===== src/crcmb_pkg.sv =====
// Shared types, constants and CRC helper functions for the CRC-16/MODBUS frame checker.
`timescale 1ns / 1ps

package crcmb_pkg;

  localparam int unsigned ByteW = 8;
  localparam int unsigned CrcW  = 16;

  localparam logic [CrcW-1:0] CrcInit = 16'hFFFF;
  localparam logic [CrcW-1:0] CrcPoly = 16'hA001;

  // Mode register values.
  localparam logic ModeCalc  = 1'b0;
  localparam logic ModeCheck = 1'b1;

  // Number of bytes held back as the trailer in check mode.
  localparam logic [1:0] DelayFull = 2'd3;
  localparam logic [1:0] DelayTwo  = 2'd2;

  // One input beat as it sits in the input register.
  typedef struct packed {
    logic [ByteW-1:0] data_byte;
    logic             frame_end;
  } beat_t;

  // One result as it sits in the output register.
  typedef struct packed {
    logic             check_passed;
    logic [CrcW-1:0]  crc_value;
  } result_t;

  // Fold one byte into the running CRC, LSB first, reflected polynomial.
  function automatic logic [CrcW-1:0] crc_fold(input logic [CrcW-1:0] crc,
                                               input logic [ByteW-1:0] b);
    logic [CrcW-1:0] c;
    c = crc ^ {{(CrcW-ByteW){1'b0}}, b};
    for (int i = 0; i < ByteW; i++) begin
      if (c[0]) begin
        c = (c >> 1) ^ CrcPoly;
      end else begin
        c = c >> 1;
      end
    end
    return c;
  endfunction

  // Swap the two bytes of the CRC for reporting.
  function automatic logic [CrcW-1:0] crc_swap(input logic [CrcW-1:0] crc);
    return {crc[ByteW-1:0], crc[CrcW-1:ByteW]};
  endfunction

endpackage


===== src/crcmb_in_stage.sv =====
// Input register that holds one accepted byte beat until the engine consumes it.
`timescale 1ns / 1ps

module crcmb_in_stage (
  input  logic                  clk,
  input  logic                  rst,
  input  logic                  s_tvalid,
  output logic                  s_tready,
  input  logic [7:0]            s_tdata,   // [7:0] data_byte
  input  logic                  s_tlast,   // frame_end
  input  logic                  advance,
  output logic                  beat_valid,
  output crcmb_pkg::beat_t      beat
);
  import crcmb_pkg::*;

  logic  valid;
  beat_t held;

  // The register takes a new beat when empty or when its beat moves on.
  assign s_tready   = !valid || advance;
  assign beat_valid = valid;
  assign beat       = held;

  // Valid flag of the input register.
  always_ff @(posedge clk) begin
    if (rst) begin
      valid <= 1'b0;
    end else if (s_tready) begin
      valid <= s_tvalid;
    end
  end

  // Payload of the input register.
  always_ff @(posedge clk) begin
    if (s_tvalid && s_tready) begin
      held.data_byte <= s_tdata[ByteW-1:0];
      held.frame_end <= s_tlast;
    end
  end

endmodule


===== src/crcmb_engine.sv =====
// Frame state, CRC update and trailer compare for one beat per cycle while beats advance.
`timescale 1ns / 1ps

module crcmb_engine (
  input  logic                  clk,
  input  logic                  rst,
  input  logic                  cfg_write,
  input  logic                  cfg_mode,
  input  logic                  step,
  input  crcmb_pkg::beat_t      beat,
  output logic                  result_valid,
  output crcmb_pkg::result_t    result
);
  import crcmb_pkg::*;

  logic             mode;
  logic [CrcW-1:0]  crc;
  logic [ByteW-1:0] delay [3];
  logic [1:0]       seen;

  logic [CrcW-1:0]  crc_next;
  logic [ByteW-1:0] fold_src;
  logic             fold_en;
  logic [CrcW-1:0]  crc_swapped;
  logic             trailer_match;

  // Choose which byte is folded: the fresh byte, or the oldest delayed byte.
  always_comb begin
    if (mode == ModeCheck) begin
      fold_src = delay[0];
      fold_en  = (seen == DelayFull);
    end else begin
      fold_src = beat.data_byte;
      fold_en  = 1'b1;
    end
    crc_next      = fold_en ? crc_fold(crc, fold_src) : crc;
    crc_swapped   = crc_swap(crc_next);
    trailer_match = (crc_swapped == {delay[1], delay[2]});
  end

  // A result leaves on every frame end.
  assign result_valid        = step && beat.frame_end;
  assign result.crc_value    = crc_swapped;
  assign result.check_passed = (mode == ModeCheck) && (seen >= DelayTwo) && trailer_match;

  // Mode register; a write restarts the frame.
  always_ff @(posedge clk) begin
    if (rst) begin
      mode <= ModeCalc;
    end else if (cfg_write) begin
      mode <= cfg_mode;
    end
  end

  // Running CRC, trailer delay and byte count; all restart on reset, a mode write or a frame end.
  always_ff @(posedge clk) begin
    if (rst || cfg_write || (step && beat.frame_end)) begin
      crc      <= CrcInit;
      delay[0] <= '0;
      delay[1] <= '0;
      delay[2] <= '0;
      seen     <= '0;
    end else if (step) begin
      crc <= crc_next;
      if (mode == ModeCheck) begin
        delay[0] <= delay[1];
        delay[1] <= delay[2];
        delay[2] <= beat.data_byte;
        if (seen != DelayFull) begin
          seen <= seen + 2'd1;
        end
      end
    end
  end

endmodule


===== src/crcmb_out_stage.sv =====
// Output register that holds one result beat until the downstream side takes it.
`timescale 1ns / 1ps

module crcmb_out_stage (
  input  logic                  clk,
  input  logic                  rst,
  input  logic                  load,
  input  crcmb_pkg::result_t    result,
  output logic                  can_load,
  output logic                  m_tvalid,
  input  logic                  m_tready,
  output logic [23:0]           m_tdata    // [15:0] crc_value, [16] check_passed, rest zero
);
  import crcmb_pkg::*;

  logic    valid;
  result_t held;

  // A new result may enter when the register is empty or is being drained.
  assign can_load = !valid || m_tready;
  assign m_tvalid = valid;
  assign m_tdata  = {7'd0, held.check_passed, held.crc_value};

  // Valid flag of the output register.
  always_ff @(posedge clk) begin
    if (rst) begin
      valid <= 1'b0;
    end else if (can_load) begin
      valid <= load;
    end
  end

  // Result payload.
  always_ff @(posedge clk) begin
    if (load && can_load) begin
      held <= result;
    end
  end

endmodule


===== src/crc16_modbus_frame_check.sv =====
// Top level of the CRC-16/MODBUS frame calculator and checker.
// One frame byte per beat enters on the slave side, with tlast on the last byte
// of the frame, and one result beat leaves on the master side per frame end. The
// block takes one byte per clock cycle unless a stall holds it: the eight-bit CRC
// update and trailer compare run while a byte sits in the input register, and
// the result is captured in the output register when the end byte leaves the
// input register, and the result beat is presented on the master side from the
// output register. An end byte waits in the input register while the output
// register still holds a result that has not been taken, and the slave side
// stalls with it. In calculate mode (mode 0) every byte is covered and
// the byte-swapped CRC is reported with check_passed 0. In check mode (mode 1)
// the last three bytes are held back: the third-last and second-last bytes are
// the received CRC low and high bytes, the end byte is ignored, and check_passed
// says whether they match; frames under three bytes fail. Writing the mode
// register restarts the frame and should only be done while no frame is in flight.
`timescale 1ns / 1ps

module crc16_modbus_frame_check (
  input  logic        clk,
  input  logic        rst,
  input  logic        cfg_valid,
  output logic        cfg_ready,
  input  logic        cfg_data,   // mode
  input  logic        s_tvalid,
  output logic        s_tready,
  input  logic [7:0]  s_tdata,    // [7:0] data_byte
  input  logic        s_tlast,    // frame_end
  output logic        m_tvalid,
  input  logic        m_tready,
  output logic [23:0] m_tdata     // [15:0] crc_value, [16] check_passed, rest zero
);
  import crcmb_pkg::*;

  logic    beat_valid;
  beat_t   beat;
  logic    advance;
  logic    can_load;
  logic    result_valid;
  result_t result;
  logic    cfg_write;

  // The mode register is always writable.
  assign cfg_ready = 1'b1;
  assign cfg_write = cfg_valid && cfg_ready;

  // A beat moves on unless it ends a frame and the output register is blocked.
  assign advance = beat_valid && (!beat.frame_end || can_load);

  crcmb_in_stage u_in (
    .clk        (clk),
    .rst        (rst),
    .s_tvalid   (s_tvalid),
    .s_tready   (s_tready),
    .s_tdata    (s_tdata),
    .s_tlast    (s_tlast),
    .advance    (advance),
    .beat_valid (beat_valid),
    .beat       (beat)
  );

  crcmb_engine u_engine (
    .clk          (clk),
    .rst          (rst),
    .cfg_write    (cfg_write),
    .cfg_mode     (cfg_data),
    .step         (advance),
    .beat         (beat),
    .result_valid (result_valid),
    .result       (result)
  );

  crcmb_out_stage u_out (
    .clk      (clk),
    .rst      (rst),
    .load     (result_valid),
    .result   (result),
    .can_load (can_load),
    .m_tvalid (m_tvalid),
    .m_tready (m_tready),
    .m_tdata  (m_tdata)
  );

endmodule


===== config.mk =====
export PLATFORM = sky130hd
export DESIGN_NAME = crc16_modbus_frame_check
export DESIGN_NICKNAME = d
export VERILOG_FILES = /design/src/crcmb_pkg.sv /design/src/crcmb_in_stage.sv /design/src/crcmb_engine.sv /design/src/crcmb_out_stage.sv /design/src/crc16_modbus_frame_check.sv
export SDC_FILE = /design/constraint.sdc
export NUM_CORES = 1
export LEC_CHECK = 0
export BUFFER_PORTS_ARGS = -buffer_cell sky130_fd_sc_hd__buf_2
export CORE_UTILIZATION = 32
export DETAILED_ROUTE_END_ITERATION = 16
export GPL_ROUTABILITY_DRIVEN = 1
export SETUP_SLACK_MARGIN = 0.1
export SLEW_MARGIN = 0
export SYNTH_ARGS = -nofsm -noshare
export SYNTH_HDL_FRONTEND = slang
export SYNTH_SLANG_ARGS = --single-unit

===== constraint.sdc =====
create_clock -name clk -period 4.55 [get_ports clk]
set_input_delay 1.1375 -clock clk [delete_from_list [all_inputs] [get_ports clk]]
set_output_delay 1.1375 -clock clk [all_outputs]
set_load 0.005 [all_outputs]

== Word level (Yosys, flattened, before mapping) ==
Memories as Yosys holds them, arrays and structs flattened.
Cells that the tools add are included.

* Register bits: 47
* RAM bits: 24
* Output and inout port bits: 27
* Memories: 1

{| class="wikitable"
|+ Memory list
! memory !! words !! bits a word !! read ports !! clocked after memory_dff !! write ports !! line !! text
|-
| u_engine.delay || 3 || 8 || 3 || 0 || 3 || crcmb_engine.sv:18 || <nowiki>logic [ByteW-1:0] delay [3];</nowiki>
|}

* Muxes and demuxes: 20
* Eq/ne operators: 3
* Bitwise operators: 12
* Order comparisons: 1
* Add/subtract/negate cells: 1
* Reduce and logical (&&, ||, !) cells: 15

{| class="wikitable"
|+ Operator list
! cell !! number
|-
| 16-bit 2-to-1 mux || 9
|-
| 8-bit 2-to-1 mux || 4
|-
| 2-bit NOT with 3-bit output || 8
|-
| 16-bit equality test || 1
|-
| 16-bit by 8-bit XOR with 16-bit output || 1
|-
| 1-bit 2-to-1 mux || 7
|-
| 1-bit logical AND || 6
|-
| 1-bit logical OR || 5
|-
| 1-bit logical NOT || 3
|-
| 1-bit OR || 3
|-
| 3-bit AND reduction || 1
|-
| 2-bit by 1-bit adder with 2-bit output (second input constant) || 1
|-
| 2-bit equality test (second input constant) || 1
|-
| 2-bit greater-or-equal comparator (second input constant) || 1
|-
| 2-bit inequality test (second input constant) || 1
|}

== Depth between registers and ports, before layout ==
Gate-level depths: netlist of run 1.
An unclocked memory read counts as a cell.

* Depth in word-level cells: 22
* Gate-level depth with buffers: 9
* Gate-level depth less buffers: 8

== Modules after synthesis ==
From an unflattened synthesis of run 1, not the netlist that was laid out.

* Cell total of the unflattened synthesis: 301
* Area total of the unflattened synthesis: 3,432.0 um2

{| class="wikitable"
|+ Modules (own cells, without submodules)
! module !! cells an instance !! area each (um2) !! sequential area each (um2) !! times used
|-
| crcmb_engine || 253 || 2,462.4 || 1,101.1 || 1
|-
| crcmb_out_stage || 30 || 621.8 || 530.5 || 1
|-
| crcmb_in_stage || 14 || 325.3 || 290.3 || 1
|-
| crc16_modbus_frame_check || 4 || 22.5 || 0.0 || 1
|}

== Least setup slack after synthesis of run 1 ==
Ideal clock, no wire load.

* Path type: input to register
* From: input m_tready
* To: memory u_engine.delay[0][0] (enable)
* Data arrival time: 3.215 ns
* Data required time: 4.125 ns
* Path slack: 0.910 ns
* Stages on the path: 6
* Path through: nor2b_1 -> nand2_1 -> and3_1 -> nor3_1 -> clkbuf_1 -> nand2_1

{| class="wikitable"
|+ RTL lines
! what !! line !! text
|-
| start, declared || crc16_modbus_frame_check.sv:29 || <nowiki>input logic m_tready,</nowiki>
|-
| end, declared || crcmb_engine.sv:18 ||
|}

==> impl_metrics.csv, run 1 <==
group,metric,value,unit
global_route,use_met3,3.834,%
sta,min_period,3.219,ns
final_layout,multi_input_area,1383,µm²
floorplanning,die_area,11140,µm²
clocking,post_cts_buffers,0,
critical_path,crit_arrival,3.38,ns
power_and_ir_drop,power_leakage,1.591,nW
synth,synth_cells,299,
clocking,cts_root_buf,"clkbuf_8",
clocking,cts_buffers,9,
floorplanning,die_w,105.5,µm
sta,fin_crit_sh,70.75,%
final_layout,regArea,1922,µm²
final_layout,nets,351,
power_and_ir_drop,total_power,1.427,mW
sta,hold_violations,0,
clocking,cts_buffer_depth,2,
global_route,gr-usage-met1,18.59,%
synth,yosysUniqueCellTypes,47,
critical_path,critPathCaptureType,"flop",
final_layout,post-route-util,37.50,%
global_route,grt_pass1_wl,11.34,mm
drt,drtIter0Drc,97,
placement,gp_congestion,0.7975,
synth,synthAdderAreaFrac,0.7297,%
synth,synth_xor_area_share,11.09,%
synth,synth_edf_count,50,
global_route,grt-ovfl-total,0,
final_layout,stdcell_area,3889,µm²
drt,antenna_left,0,
placement,place_area,3715,µm²
sta,finalSetupViolCount,0,
synth,synth_mux_area_share,4.524,%
drt,dr.pass1.iters,4,
critical_path,start_kind,"flop",
final_layout,fillers,1039,
synth,synthTopCellsByArea,"edfxtp_1 (44%), dfxtp_1 (12%), and2_1 (4.9%), nand2_1 (4.9%), mux2i_1 (3.8%)",
final_layout,n_antenna_cell,0,
floorplanning,initial_core_util,33.07,%
sta,max-slew-margin-rel,35.57,%
critical_path,path_class,"flop to flop",
clocking,cts_resized,0,
synth,yosysWarnings,0,
drt,wirelength,6.721,mm
drt,avgRoutedWirePerCell,14.15,µm
clocking,clk_latency,0.34,ns
synth,yosys.area_share.simple,15.03,%
synth,yosys.area.top_type_share,43.78,%
global_route,grt_usage,13.27,%
floorplanning,coreArea,10370,µm²
synth,syn-cell-area,3430,µm²
floorplanning,io_pins,42,
floorplanning,die_h,105.5,µm
critical_path,cp.required,4.71,ns
status,status,"finished, final reports clean",
final_layout,area_delta_synth_final,13.39,%
global_route,antenna_found_initial,0,
placement,portBuffers,33,
global_route,grt_pass1_vias,2190,
power_and_ir_drop,ir_drop,0.1647,mV
global_route,use_met2,19.55,%
synth,synth_top_family_by_area,"simple AND/OR/NAND/NOR gates",
sta,fin_setup_tns,0,ns
final_layout,drive_gt1_share,18.88,%
floorplanning,num_rows,37,
sta,finalClockSkew,0.006708,ns
clocking,cts.sinks,71,
synth,synth_compound_area_share,7.734,%
power_and_ir_drop,powerDensity,367.1,nW/µm²
synth,yosys_most_used_dff,"edfxtp_1",
global_route,busiest_layer,"met2",
worst_hold_path,hold_path.class,"flop to flop",
clocking,htree_levels,3,
drt,routed_via_density,4.684,
sta,fmax,310.6,MHz
placement,dp_hpwl,4.906,mm
global_route,grt_start_max_net_pins,25,
run,maxCapViolCount,0,
drt,drcViolationCount,0,
critical_path,crit_fanout,21,
sta,tightest_slew,0.9664,ns
synth,synth_seq_cells,71,
clocking,clk_pin_slew_worst_paths,0.08,ns
sta,hold_ws,0.5001,ns
sta,rsz0062_at_grt,"no",
synth,yosysTopAreaCell,"edfxtp_1",
drt,vias,2225,
synth,syn_avg_cell_area,11.47,µm²
sta,slew_viol_final,0,
synth,yosysSeqAreaShare,56.04,%
clocking,hold_buffers,0,
clocking,cts_tree,"built",
synth,ys_async_sr_fraction,0,%
[metal layers]
layer  part of all wire (%)  wire length, µm  vias to the layer above
li1                       -                -                     1099
met1                     49             3294                     1036
met2                     43             2897                       80
met3                    6.2              420                       10
met4                    1.6              108                        0
met5                      0                0                        -
[worst max-delay path: stages (launching register included)]
cell and delay (ns):
dfxtp_1 0.75, nor2b_4 0.57, mux2i_1 0.36, o221ai_1 0.19, a211oi_1 0.26, nand4_1 0.11, or4_1 0.52, nor4_1 0.29
[cells by family (layout without fill, tap and decap cells)]
kind of cell	after synthesis	after routing
AND/OR/NAND/NOR	105	105
flip-flops	71	71
AO/OA/AOI/OAI	40	40
XOR/XNOR	32	32
buffers and inverters	32	66
multiplexers	15	15
adder cells (fa/ha/maj)	2	2
other	2	8
[state kept, by name (all words and copies together) (netlist names)]
| name | cells |
|---|---|
| u_engine.delay | 24 |
| u_in.beat | 9 |
| u_out.m_tdata | 17 |
| u_engine.mode | 1 |
| u_engine.crc | 16 |
| u_out.m_tvalid | 1 |
| u_engine.seen | 2 |
| u_in.beat_valid | 1 |
[synthesized netlist by cell type (2+ instances only)]
cell	instances
edfxtp_1	50
nand2_1	45
and2_1	27
dfxtp_1	21
inv_1	14
xnor2_1	14
mux2i_1	13
o211ai_1	10
nand3_1	9
nor2_1	9
xor2_1	9
a21oi_1	8
buf_4	8
o21ai_0	7
clkbuf_1	6
xnor2_2	4
and3_1	3
nand4_1	3
nor3_1	3
a211oi_1	2
buf_1	2
conb_1	2
ha_1	2
nor4_1	2
o21ai_1	2
o221ai_1	2
o22ai_1	2
[worst paths after layout]
kind | start | to | slack (ns) | cells after the start
max reg2reg | u_engine.mode | u_out.m_tdata[16] | 1.33 | 7
min reg2reg | u_engine.crc[6] | u_engine.crc[6] | 0.50 | 2
max | u_engine.mode | u_out.m_tdata[16] | 1.33 | 7
min | u_engine.crc[6] | u_engine.crc[6] | 0.50 | 2
[final cells by class]
cell class / count / area share [%]
sequential: 71 / 49.42
multi-input combinational: 202 / 35.55
timing repair buffer: 36 / 4.826
tap: 136 / 4.376
clock buffer: 10 / 3.539
inverter: 14 / 1.351
clock inverter: 6 / 0.9331
[cell usage in the layout, fill, tap and decap left out, types with 2 or more instances in the layout]
cell	n
xnor2_1	14
buf_2	33
clkinv_2	4
o21ai_0	7
xor2_1	9
o221ai_1	2
mux2i_1	13
conb_1	8
nor3_1	2
ha_1	2
buf_4	3
clkbuf_8	10
and3_1	3
nor2_1	9
edfxtp_1	50
o21ai_1	2
o22ai_1	2
xnor2_2	4
a211oi_1	2
nand3_1	9
nand4_1	3
dfxtp_1	21
nand2_1	45
inv_1	14
a21oi_1	8
and2_1	27
o211ai_1	10
[power by group]
group | leakage (nW) | switching [mW] | internal (mW)
clock | 0.0918 | 0.229 | 0.209
combinational | 0.817 | 0.129 | 0.102
sequential | 0.683 | 0.0256 | 0.732
total | 1.59 | 0.384 | 1.04
[stage by stage]
step | setup WS [ns] | std cells
after floorplan | 0.9101 | 305
after global placement | 1.526 | 459
after detailed placement | 1.358 | 459
after CTS | 1.336 | 475
final | 1.331 | 475
after global routing | 1.092 | 475
Note: power is estimated with default switching activity, not from simulation.
==> inputs of run 2 (changes only) <==
clock period = 2.85 ns   (was 4.55 ns; I/O delays follow)
==> run 2 against run 1 <==
  * Worst hold slack better by 0.0048 ns
  * Count of clock-buffer cells in the layout up 1
  * Maximum frequency up 25%
  * Critical endpoint is now u_out.m_tdata[8]
  * Highest routed layer unchanged
  * Critical path type unchanged
  * Design area up 2.1%
  * Clock skew about the same
  * Register-to-register slack worse by 1.0 ns
  * Combinational power up 68%
==> impl_metrics.csv, run 2 (synthesized netlist as in run 1, its figures left out) <==
group,metric,value,unit
status,status,"finished, final reports clean",
drt,vias,2227,
drt,drtIter0Drc,84,
global_route,grt-ovfl-total,0,
clocking,clk_pin_slew_worst_paths,0.07,ns
final_layout,layout.cells.most_common,"edfxtp_1",
floorplanning,die_h,105.5,µm
placement,dp_hpwl,5.062,mm
sta,slew_viol_final,0,
sta,fin_crit_sh,90.08,%
floorplanning,num_rows,37,
critical_path,critPathCaptureType,"flop",
final_layout,regMostFlops,"u_engine.delay",
sta,min_period,2.567,ns
final_layout,drive_gt1_share,19.83,%
drt,routed_via_density,4.601,
clocking,htree_levels,3,
clocking,cts_buffer_depth,2,
final_layout,n_antenna_cell,0,
final_layout,fillers,1038,
final_layout,stdcell_count,484,
drt,dr.pass1.iters,4,
global_route,grt_pass1_vias,2158,
placement,place_inst,467,
sta,max-slew-margin-rel,46.85,%
sta,fin_setup_tns,0,ns
final_layout,nets,360,
sta,fmax,389.5,MHz
clocking,cts_root_buf,"clkbuf_8",
final_layout,regArea,1922,µm²
sta,rsz0062_at_grt,"no",
critical_path,cp.required,2.95,ns
final_layout,final_cell_mix,"edfxtp_1 (50), nand2_1 (44), buf_2 (33)",
global_route,grt_pass1_wl,11.16,mm
critical_path,start_kind,"flop",
placement,dp_slack,0.2028,ns
final_layout,area_delta_synth_final,15.80,%
clocking,clk_latency,0.35,ns
clocking,cts.sinks,71,
final_layout,largest_reg_flops,24,
drt,antenna_left,0,
power_and_ir_drop,powerDensity,590.4,nW/µm²
final_layout,multi_input_area,1391,µm²
sta,finalClockSkew,0.006834,ns
global_route,antenna_found_initial,0,
critical_path,path_class,"flop to flop",
global_route,grt_start_max_net_pins,25,
sta,hold_violations,0,
clocking,cts_tree,"built",
sta,finalSetupViolCount,0,
worst_hold_path,hold_path.class,"flop to flop",
drt,avgRoutedWirePerCell,14.40,µm
power_and_ir_drop,total_power,2.345,mW
drt,drcViolationCount,0,
floorplanning,coreArea,10370,µm²
power_and_ir_drop,ir_drop,0.2291,mV
clocking,hold_buffers,0,
global_route,grt_usage,13.49,%
run,maxCapViolCount,0,
floorplanning,io_pins,42,
power_and_ir_drop,power_leakage,1.632,nW
placement,gp_congestion,0.8255,
critical_path,crit_fanout,13,
drt,wirelength,6.971,mm
sta,tightest_slew,0.7906,ns
floorplanning,die_w,105.5,µm
floorplanning,initial_core_util,33.07,%
placement,portBuffers,33,
clocking,cts_buffers,9,
sta,fin_ws,0.2826,ns
floorplanning,die_area,11140,µm²
critical_path,crit_arrival,2.66,ns
-- run 2: cell type report --
cell class                      count  share of cell area [%]
Tap cell                          136                   4.285
Inverter                           14                   1.323
Sequential cell                    71                   48.39
Multi-Input combinational cell    202                   35.03
Timing Repair Buffer               45                   6.427
Clock inverter                      5                   1.229
Clock buffer                       11                   3.308
-- run 2: critical path: stages, from the launching register on --
cell     delay, ns
dfxtp_1       0.31
buf_4         0.21
mux2i_1       0.25
xnor2_1       0.24
xnor3_1       0.50
xnor3_2       0.31
xnor2_2       0.21
xor2_1        0.20
o21ai_1       0.08
-- run 2: path summary, 6_finish.rpt --
| path | cells past startpoint | to | from | slack [ns] |
|---|---|---|---|---|
| max | 8 | u_out.m_tdata[8] | u_engine.mode | 0.28 |
| min | 2 | u_engine.crc[9] | u_engine.crc[9] | 0.50 |
| max reg2reg | 8 | u_out.m_tdata[8] | u_engine.mode | 0.28 |
| min reg2reg | 2 | u_engine.crc[9] | u_engine.crc[9] | 0.50 |
-- run 2: repair_timing --
item	CTS	global route
setup buffers	0	1
endpoints found under the setup margin	0	2
resized for setup	0	1
-- run 2: where the power goes --
group	switching (mW)	leakage, nW	internal, mW	total, mW
sequential	0.0366	0.683	1.17	1.21
combinational	0.211	0.864	0.178	0.389
clock	0.354	0.0861	0.396	0.750
-- run 2: metal layers --
layer	global-route usage, %	part of all wire [%]
met5	0	0
met2	20.86	46
met4	5.357	1.2
met1	17.84	49
met3	3.772	4.0
-- run 2: metrics by stage --
stage	hold slack [ns]	utilization (%)	instance area [µm²]
global placement	0.4851	36.49	3784
finish	0.5049	38.30	3971
floorplan	0.4602	-	3466
global route	0.5093	38.30	3971
detailed placement	0.4869	36.49	3784
CTS	0.5021	38.22	3964
==> inputs of run 3 (changes only) <==
REMOVE_ABC_BUFFERS = 1   (was default)
SKIP_LAST_GASP = 1   (was default)
clock period = 2.8 ns   (was 2.85 ns; I/O delays follow)
==> run 3 against run 2 <==
  * Sequential share of layout area down 0.38 points
  * Maximum frequency up 0.59%
  * Highest routed layer unchanged
  * Wire length down 0.82%
==> impl_metrics.csv, run 3 (synthesized netlist as in run 1, its figures left out) <==
group,metric,value,unit
drt,drcViolationCount,0,
final_layout,layout.cells.most_common,"edfxtp_1",
placement,portBuffers,33,
critical_path,crit_fanout,4,
global_route,antenna_found_initial,0,
final_layout,post-route-util,38.60,%
drt,avgRoutedWirePerCell,14.29,µm
sta,finalSetupViolCount,0,
power_and_ir_drop,powerDensity,607.0,nW/µm²
drt,drtIter0Drc,108,
clocking,cts_buffer_depth,2,
drt,vias,2253,
sta,min_period,2.552,ns
drt,routed_via_density,4.655,
critical_path,path_class,"flop to flop",
clocking,cts.sinks,71,
sta,slew_viol_final,0,
power_and_ir_drop,ir_drop,0.3719,mV
sta,fin_crit_sh,91.16,%
final_layout,drive_gt1_share,20.69,%
clocking,htree_levels,3,
floorplanning,initial_core_util,33.07,%
floorplanning,coreArea,10370,µm²
sta,rsz0062_at_grt,"yes",
critical_path,critPathCaptureType,"flop",
global_route,grt-ovfl-total,0,
sta,finalClockSkew,0.003444,ns
final_layout,area_delta_synth_final,16.71,%
final_layout,largest_reg_flops,24,
sta,hold_ws,0.5002,ns
global_route,grt_pass1_vias,2235,
placement,dp_hpwl,5.109,mm
global_route,grt_pass1_wl,11.54,mm
floorplanning,die_w,105.5,µm
clocking,cts_buffers,9,
drt,dr.pass1.iters,4,
worst_hold_path,hold_path.class,"flop to flop",
clocking,cts_root_buf,"clkbuf_8",
clocking,clk_pin_slew_worst_paths,0.07,ns
clocking,cts_resized,0,
clocking,clk_latency,0.35,ns
clocking,hold_buffers,0,
run,maxCapViolCount,0,
power_and_ir_drop,power_leakage,1.640,nW
critical_path,start_kind,"flop",
sta,tightest_slew,0.5282,ns
status,status,"finished, final reports clean",
critical_path,cp.required,2.97,ns
floorplanning,die_area,11140,µm²
placement,place_area,3795,µm²
final_layout,regMostFlops,"u_engine.delay",
sta,fmax,391.8,MHz
final_layout,final_cell_mix,"edfxtp_1 (50), nand2_1 (45), buf_2 (33)",
final_layout,n_antenna_cell,0,
final_layout,stdcell_area,4003,µm²
critical_path,crit_arrival,2.72,ns
global_route,grt_usage,13.73,%
final_layout,nets,360,
drt,antenna_left,0,
clocking,post_cts_buffers,0,
floorplanning,die_h,105.5,µm
drt,wirelength,6.914,mm
power_and_ir_drop,total_power,2.430,mW
sta,hold_violations,0,
floorplanning,num_rows,37,
placement,gp_congestion,0.8040,
sta,max-slew-margin-rel,64.79,%
clocking,cts_tree,"built",
global_route,grt_start_max_net_pins,25,
floorplanning,io_pins,42,
==> run 3: final timing paths <==
kind	slack (ns)	endpoint	start	cells past startpoint
setup / recovery	0.25	u_out.m_tdata[16]	u_engine.seen[1]	8
hold / removal	0.50	u_engine.crc[7]	u_engine.crc[7]	2
setup reg to reg	0.25	u_out.m_tdata[16]	u_engine.seen[1]	8
hold reg to reg	0.50	u_engine.crc[7]	u_engine.crc[7]	2
==> run 3: metal layers <==
metal	share of wire [%]	vias to the layer above	GRT usage, %	routed length, µm
li1	-	1117	-	-
met5	0	-	0	0
met2	46	57	20.72	3151
met4	1.8	0	5.456	127
met3	4.0	14	3.649	278
met1	49	1065	18.74	3357
==> run 3: final cells by class <==
| cell class | count | area [µm²] |
|---|---|---|
| inverter | 14 | 52.55 |
| sequential | 71 | 1922 |
| clock buffer | 12 | 145.1 |
| clock inverter | 4 | 45.04 |
| multi-input combinational | 202 | 1400 |
| fill | 1010 | 6367 |
| tap | 136 | 170.2 |
| timing repair buffer | 45 | 267.8 |
==> run 3: metrics by stage <==
stage / worst slack [ns] / instances / setup TNS [ns]
final: 0.2476 / 484 / 0
after global routing: 0.06743 / 484 / 0
after CTS: 0.1690 / 484 / 0
after detailed placement: 0.1812 / 468 / 0
after global placement: 0.2485 / 468 / 0
after floorplan: -0.8623 / 287 / -25.20
==> run 3: power by group <==
group / internal (mW) / switching (mW) / total, mW
Clock: 0.431 / 0.370 / 0.801
Combinational: 0.185 / 0.218 / 0.402
Sequential: 1.19 / 0.0371 / 1.23
Total: 1.80 / 0.625 / 2.43
==> run 3: critical path: stages, from the launching register on <==
cell and delay (ns):
dfxtp_1 0.34, ha_1 0.24, nor2b_4 0.17, mux2i_2 0.27
o221ai_1 0.17, a211oi_1 0.23, nand4_1 0.11, or4_1 0.55
nor4_2 0.29
